--- src/hdl/bpa_pkg.sv ---
// ----------------------------------------------------------------------------
// bpa_pkg
// shared constants, codes and types of the bitmap page allocator
// ----------------------------------------------------------------------------
package bpa_pkg;

	localparam int NUM_PAGES_DEF = 1024;
	localparam int MAX_RUN       = 64;
	localparam int WORD_BITS     = 64;
	localparam int WORD_SHIFT    = 6;

	// operation codes
	localparam logic [1:0] OP_ALLOC   = 2'd0;
	localparam logic [1:0] OP_TAKE    = 2'd1;
	localparam logic [1:0] OP_RELEASE = 2'd2;
	localparam logic [1:0] OP_UNUSED  = 2'd3;

	// zone codes
	localparam logic [1:0] SEL_DMA    = 2'd0;
	localparam logic [1:0] SEL_NORMAL = 2'd1;
	localparam logic [1:0] SEL_HIGH   = 2'd2;
	localparam logic [1:0] SEL_BAD    = 2'd3;

	// status codes
	localparam logic [1:0] STAT_OK       = 2'd0;
	localparam logic [1:0] STAT_NO_RUN   = 2'd1;
	localparam logic [1:0] STAT_BAD_ZONE = 2'd2;

	// configuration register indexes
	localparam logic [1:0] REG_DMA_TOP    = 2'd0;
	localparam logic [1:0] REG_NORMAL_TOP = 2'd1;
	localparam logic [1:0] REG_HIGH_BASE  = 2'd2;
	localparam logic [1:0] REG_HIGH_TOP   = 2'd3;

	localparam logic [9:0] DMA_TOP_RST    = 10'd15;
	localparam logic [9:0] NORMAL_TOP_RST = 10'd511;
	localparam logic [9:0] HIGH_BASE_RST  = 10'd512;
	localparam logic [9:0] HIGH_TOP_RST   = 10'd1023;

	// attribute bits that make a page shared
	localparam logic [7:0] ATTR_REF   = 8'h01;
	localparam logic [7:0] ATTR_SHARE = 8'h02;
	localparam logic [7:0] ATTR_HOLD  = ATTR_REF | ATTR_SHARE;

	typedef struct packed {
		logic       used;
		logic [7:0] attr;
		logic [7:0] refs;
	} page_ent_t;

	typedef struct packed {
		page_ent_t ent;
		logic      take_free;
		logic      give_free;
	} page_upd_t;

endpackage

--- src/hdl/bpa_page_upd.sv ---
// ----------------------------------------------------------------------------
// bpa_page_upd
// claim and release rules for one page entry
// ----------------------------------------------------------------------------
module bpa_page_upd (
	input  logic               release_op,
	input  bpa_pkg::page_ent_t cur,
	input  logic [7:0]         flags,
	output bpa_pkg::page_upd_t upd
);

	logic       hold;
	logic [7:0] refs_up;
	logic [7:0] refs_dn;

	always_comb begin
		hold    = |((cur.attr | flags) & bpa_pkg::ATTR_HOLD);
		refs_up = (cur.refs == 8'hff) ? cur.refs : cur.refs + 8'd1;
		refs_dn = (cur.refs == 8'd0) ? cur.refs : cur.refs - 8'd1;
		upd.ent       = cur;
		upd.take_free = 1'b0;
		upd.give_free = 1'b0;
		if (!release_op) begin
			if (cur.attr == 8'd0) begin
				upd.ent.used  = 1'b1;
				upd.take_free = !cur.used;
				upd.ent.attr  = flags;
				upd.ent.refs  = refs_up;
			end else if (hold) begin
				upd.ent.attr = cur.attr | flags;
				upd.ent.refs = refs_up;
			end else begin
				upd.ent.used  = 1'b1;
				upd.take_free = !cur.used;
				upd.ent.attr  = cur.attr | flags;
			end
		end else if (cur.attr != 8'd0) begin
			if (|(cur.attr & bpa_pkg::ATTR_HOLD)) begin
				upd.ent.refs = refs_dn;
				if (refs_dn == 8'd0) begin
					upd.ent.attr  = 8'd0;
					upd.ent.used  = 1'b0;
					upd.give_free = cur.used;
				end
			end else begin
				upd.ent.used  = 1'b0;
				upd.give_free = cur.used;
				upd.ent.attr  = 8'd0;
				upd.ent.refs  = 8'd0;
			end
		end
	end

endmodule

--- config.mk ---
export PLATFORM = sky130hd
export DESIGN_NAME = bpa_page_upd
export DESIGN_NICKNAME = d
export VERILOG_FILES = /design/src/hdl/bpa_pkg.sv /design/src/hdl/bpa_page_upd.sv
export SDC_FILE = /design/constraint.sdc
export NUM_CORES = 1
export LEC_CHECK = 0
export ABC_AREA = 1
export BUFFER_PORTS_ARGS = -buffer_cell sky130_fd_sc_hd__buf_4
export CELL_PAD_IN_SITES_DETAIL_PLACEMENT = 2
export CELL_PAD_IN_SITES_GLOBAL_PLACEMENT = 2
export CORE_MARGIN = 3
export CORE_UTILIZATION = 22
export DETAILED_ROUTE_END_ITERATION = 12
export PLACE_DENSITY = 0.88
export SLEW_MARGIN = 20
export SYNTH_ARGS = -nofsm -noshare
export SYNTH_HDL_FRONTEND = slang
export SYNTH_SLANG_ARGS = --single-unit
--- constraint.sdc ---
create_clock -name vclk -period 2.4
set_input_delay 0.48 -clock vclk [all_inputs]
set_output_delay 0.48 -clock vclk [all_outputs]
set_load 0.01 [all_outputs]
==> results.tsv, run 1 <==
metric	value	unit
outcome	finished, violations left	
failing checks	setup timing	
class of the worst hold path	in -> out	
slew margin rel.	78.6	%
Leak	0.843	nW
CLK BUF	0	
die height	70.7	microns
area taken by multi-input logic gates	956	sq um
CP Class	in -> out	
compound-cell area share of the yosys netlist	20.4	%
IO buf count	45	
WL final	5.38	mm
synth unique cells	28	
Post-Synth XOR/XNOR Area	0.952	%
Final ANT Viol Nets	0	
final worst slack	-0.0543	ns
share of the synthesized area in the top cell type	22.9	%
vias per inst	5.18	
total track usage	20.2	%
layout overhead on the synthesized area	74.8	%
Critical Path RT	1.92	ns
DR pass1 iterations	4	
ant diodes	0	
Critical Path AT	1.97	ns
Layout Cells excl Fill	292	
final sequential cell count	0	
Ports	45	
CORE AREA	3850	sq um
Routed WL per cell	18.4	microns
Initial DRC Count	80	
largest family of logic cells by synthesized area	simple AND/OR/NAND/NOR gates	
GRT overflow	0	
setup TNS	-0.234	ns
Die Footprint	4990	sq um
GPL Wtd Cong	0.886	
RSZ-0062 raised after global routing	yes	
final instance area	1610	sq um
Final setup viols	9	
post-DP HPWL	4.05	mm
Mapped Nets	212	
fillers	487	
Residual DRC	0	
Max Slew Vio Count	0	
FP Rows	22	
crit path launch type	input pin	
fin nets	275	
most frequent cell after synthesis	nand2_1	
post-synthesis mux area share	0	%
largest cells by area after synthesis	nand2_1, nand3_1, o21ai_0	
first-pass GRT wire length	8.38	mm
Reg area	0	sq um
Synth Area in Simple Gates	64.4	%
synthesized area per cell	5.03	sq um
worst vdd ir	0.0000610	V
Min Hold Slack	1.22	ns
Post-DP Area	1410	sq um
Starting Density	23.9	%
crit end category	primary output	
Final Hold Viols	0	
achievable frequency	0.407	GHz
CP max FO	6	
initial antenna violation count	0	
largest net degree at the start of global routing	13	
largest area contributor in the netlist	nand2_1	
vias in the first global route	1584	
Worst-Margin Slew	0.321	ns
max cap viols	0	
Power Density	188	nW/um^2
fin crit share	102	%
most instantiated cells after synthesis	nand2_1, nand3_1, inv_1, nor2_1, o21ai_0	
share of cells above drive strength 1	44.7	%
Die Wd	70.7	microns
Synthesis Warnings	0	
Post-Syn Area	920	sq um
DP Worst Slack	-0.0763	ns
sequential fraction of the synthesis area	0	%
Gate Count Post-Synth	183	
post-synthesis adder-cell area fraction	4.08	%
via count	1513	
# placed instances	288	
min cycle time layout	2.45	ns
==> placed cells by master (no fill, tap or decap), types with 2 or more instances in the layout <==
master and n:
buf_4 56, nand2_1 49, nand3_1 19, nor2_1 16, inv_1 14, o21ai_0 13
nand2_2 9, nand3_2 8, nand2_4 6, buf_6 5, inv_4 4, nor2_2 4
nor2_4 4, a21oi_1 4, o22ai_1 4, inv_2 3, o21ai_1 3, nor3_1 3
o21bai_1 3, nand3_4 2, nand4_1 2, ha_1 2
==> metrics by stage <==
| stage | power, mW | util [%] |
|---|---|---|
| floorplan | 0.120 | - |
| global route | 0.328 | 41.7 |
| CTS | 0.279 | 39.3 |
| detailed placement | 0.263 | 36.7 |
| finish | 0.303 | 41.7 |
| global placement | 0.252 | 36.7 |
==> critical path: stages <==
cell and delay, ns:
buf_4 0.15, nor2_1 0.23, nand2_1 0.14, inv_1 0.08
nand3_1 0.11, nand3_4 0.12, nand2_1 0.08, nor2_4 0.16
nand2_4 0.10, nand3_1 0.09, nand2_1 0.07, buf_4 0.15
==> cell families after synthesis <==
logic type,count (synthesis)
AND/OR/NAND/NOR,123
AO/OA/AOI/OAI,32
adder cells (fa/ha/maj),3
XOR/XNOR,1
buffers and inverters,24
==> area by class of cell <==
| type | count | area share [%] |
|---|---|---|
| multi-input cells | 160 | 59.5 |
| repair buffers | 62 | 30.6 |
| inverters | 22 | 6.23 |
| well taps | 48 | 3.74 |
==> where the power goes <==
group | internal, mW | switching, mW
clock network | 0 | 0
registers | 0 | 0
logic | 0.134 | 0.168
total | 0.134 | 0.168
==> metal layers <==
metal / vias to the layer above / GRT usage, % / share of wire (%)
li1: 734 / - / -
met1: 747 / 29.5 / 48
met2: 28 / 34.5 / 49
met3: 4 / 0.852 / 2.3
met4: 0 / 1.25 / 0.67
met5: - / 0 / 0
==> path summary, 6_finish.rpt <==
check / start / to / slack, ns / depth (start not counted)
worst max-delay path: cur[3] / upd[12] / -0.05 / 12
worst min-delay path: cur[16] / upd[1] / 1.22 / 3
==> what timing repair did <==
| action | in CTS | in global routing |
|---|---|---|
| cloned | 1 | 0 |
| pin swaps | 7 | 11 |
| setup buffers | 1 | 2 |
| endpoints found under the setup margin | 12 | 16 |
| hold buffers | 0 | 0 |
| gates resized for setup | 22 | 23 |
(Power assumes the default switching activity.)
==> inputs of run 2 (changes only) <==
RECOVER_POWER = 100   (was not set)
==> run 2 against run 1 <==
Effect of this change: the run still ends with setup timing left; non-clock buffer count did not move; setup slack better by 0.0096 ns; die area is the same; flip-flop and latch count unchanged; cell count stayed put; critical endpoint unchanged; highest routed layer unchanged.
==> results.tsv, run 2 (same netlist as run 1, synthesis figures left out) <==
metric	value	unit	change
outcome	finished, violations left		
failing checks	setup timing		
Flop pwr share	0	%	unchanged
Routed WL per cell	18.5	microns	+0.19%
Max Slew Vio Count	0		unchanged
CORE AREA	3850	sq um	unchanged
switch share	55.7	%	+0.14 points
Post-DP Area	1410	sq um	unchanged
Power Density	188	nW/um^2	-0.14%
final instance area	1600	sq um	-0.62%
fin util	41.5	%	-0.26 points
crit path launch type	input pin		
Final ANT Viol Nets	0		unchanged
Leak	0.832	nW	-1.3%
CP Class	in -> out		
worst vdd ir	0.0000587	V	-3.8%
vias in the first global route	1584		unchanged
share of cells above drive strength 1	43.4	%	-1.2 points
initial antenna violation count	0		unchanged
Worst Hold Launch	cur[16]		
Internal	0.133	mW	-1.1%
most common cell after layout, fill and taps aside	buf_4		
crit end category	primary output		
layout overhead on the synthesized area	73.7	%	
FP Rows	22		unchanged
Die Footprint	4990	sq um	unchanged
Reg area	0	sq um	unchanged
Power Total	0.300	mW	-0.76%
RSZ-0062 raised after global routing	yes		
CLK BUF	0		unchanged
vias per inst	5.23		+0.86%
Ports	45		unchanged
GPL Wtd Cong	0.886		unchanged
class of the worst hold path	in -> out		
Die Wd	70.7	microns	unchanged
# placed instances	288		unchanged
via count	1526		+0.86%
achievable frequency	0.409	GHz	+0.39%
most frequent cells in the layout	buf_4, nand2_1, nand3_1		
sink of the worst hold path	upd[1]		
DR pass1 iterations	4		unchanged
die height	70.7	microns	unchanged
DP Worst Slack	-0.0763	ns	unchanged
Net Sw Power	0.167	mW	-0.51%
final sequential cell count	0		unchanged
GRT overflow	0		unchanged
Starting Density	23.9	%	unchanged
Logic pwr share	100.0	%	about the same
largest net degree at the start of global routing	13		unchanged
post-DP HPWL	4.05	mm	unchanged
Residual DRC	0		unchanged
ant diodes	0		unchanged
hold depth	3		unchanged
Worst-Margin Slew	0.315	ns	-0.00583 ns
Final setup viols	9		unchanged
fin nets	275		unchanged
Layout Cells excl Fill	292		unchanged
IO buf count	45		unchanged
WL final	5.39	mm	+0.19%
total track usage	20.2	%	unchanged
max cap viols	0		unchanged
fin crit share	102	%	-0.40 points
Critical Path AT	1.96	ns	about the same
clock power share	0	%	unchanged
min cycle time layout	2.44	ns	-0.00957 ns
Initial DRC Count	51		-36%
slew margin rel.	78.9	%	+0.39 points
crit path from	cur[3]		
first-pass GRT wire length	8.38	mm	unchanged
CP max FO	6		unchanged
final worst slack	-0.0447	ns	+0.00957 ns
Final Hold Viols	0		unchanged
Critical Path RT	1.92	ns	about the same
[run 2: metrics by stage]
step,setup TNS [ns],hold WS [ns]
2_1_floorplan,0,1.01
3_3_place_gp,0,1.22
3_5_place_dp,-0.500,1.23
4_1_cts,0,1.23
5_1_grt,-1.16,1.24
6_report,-0.126,1.22
[run 2: worst max path at each step]
stage               cells after the start  endpoint
floorplan                              10    upd[0]
global placement                       13   upd[17]
detailed placement                     13   upd[18]
CTS                                    11    upd[4]
global route                           12   upd[12]
finish                                 12   upd[12]
[run 2: timing repair]
action,in CTS,in global routing
pin swaps,7,11
setup buffers,1,2
hold buffers,0,0
endpoints found under the setup margin,12,16
gates cloned,1,0
resized for setup,22,23
[run 2: power by group through the flow]
stage	sequential, mW	clock [mW]	combinational (mW)
floorplan	0	0	0.120
global placement	0	0	0.252
detailed placement	0	0	0.263
CTS	0	0	0.279
global route	0	0	0.325
finish	0	0	0.300
[run 2: final cells by class]
class,count,area [sq um]
Tap cell,48,60.1
Multi-Input combinational cell,160,950
Fill cell,489,2260
Timing Repair Buffer,62,488
Inverter,22,100
[run 2: routing by layer]
| layer | part of all wire (%) | track usage (%) | vias up | wire length, microns |
|---|---|---|---|---|
| met4 | 0.67 | 1.25 | 0 | 36 |
| li1 | - | - | 734 | - |
| met5 | 0 | 0 | - | 0 |
| met1 | 48 | 29.5 | 756 | 2580 |
| met3 | 2.2 | 0.852 | 4 | 121 |
| met2 | 49 | 34.5 | 32 | 2650 |
[run 2: critical path, cell delays in order]
cell     delay (ns)
buf_4          0.15
nor2_1         0.23
nand2_1        0.14
inv_1          0.08
nand3_1        0.11
nand3_4        0.12
nand2_1        0.08
nor2_4         0.16
nand2_4        0.10
nand3_1        0.09
nand2_1        0.07
buf_4          0.15
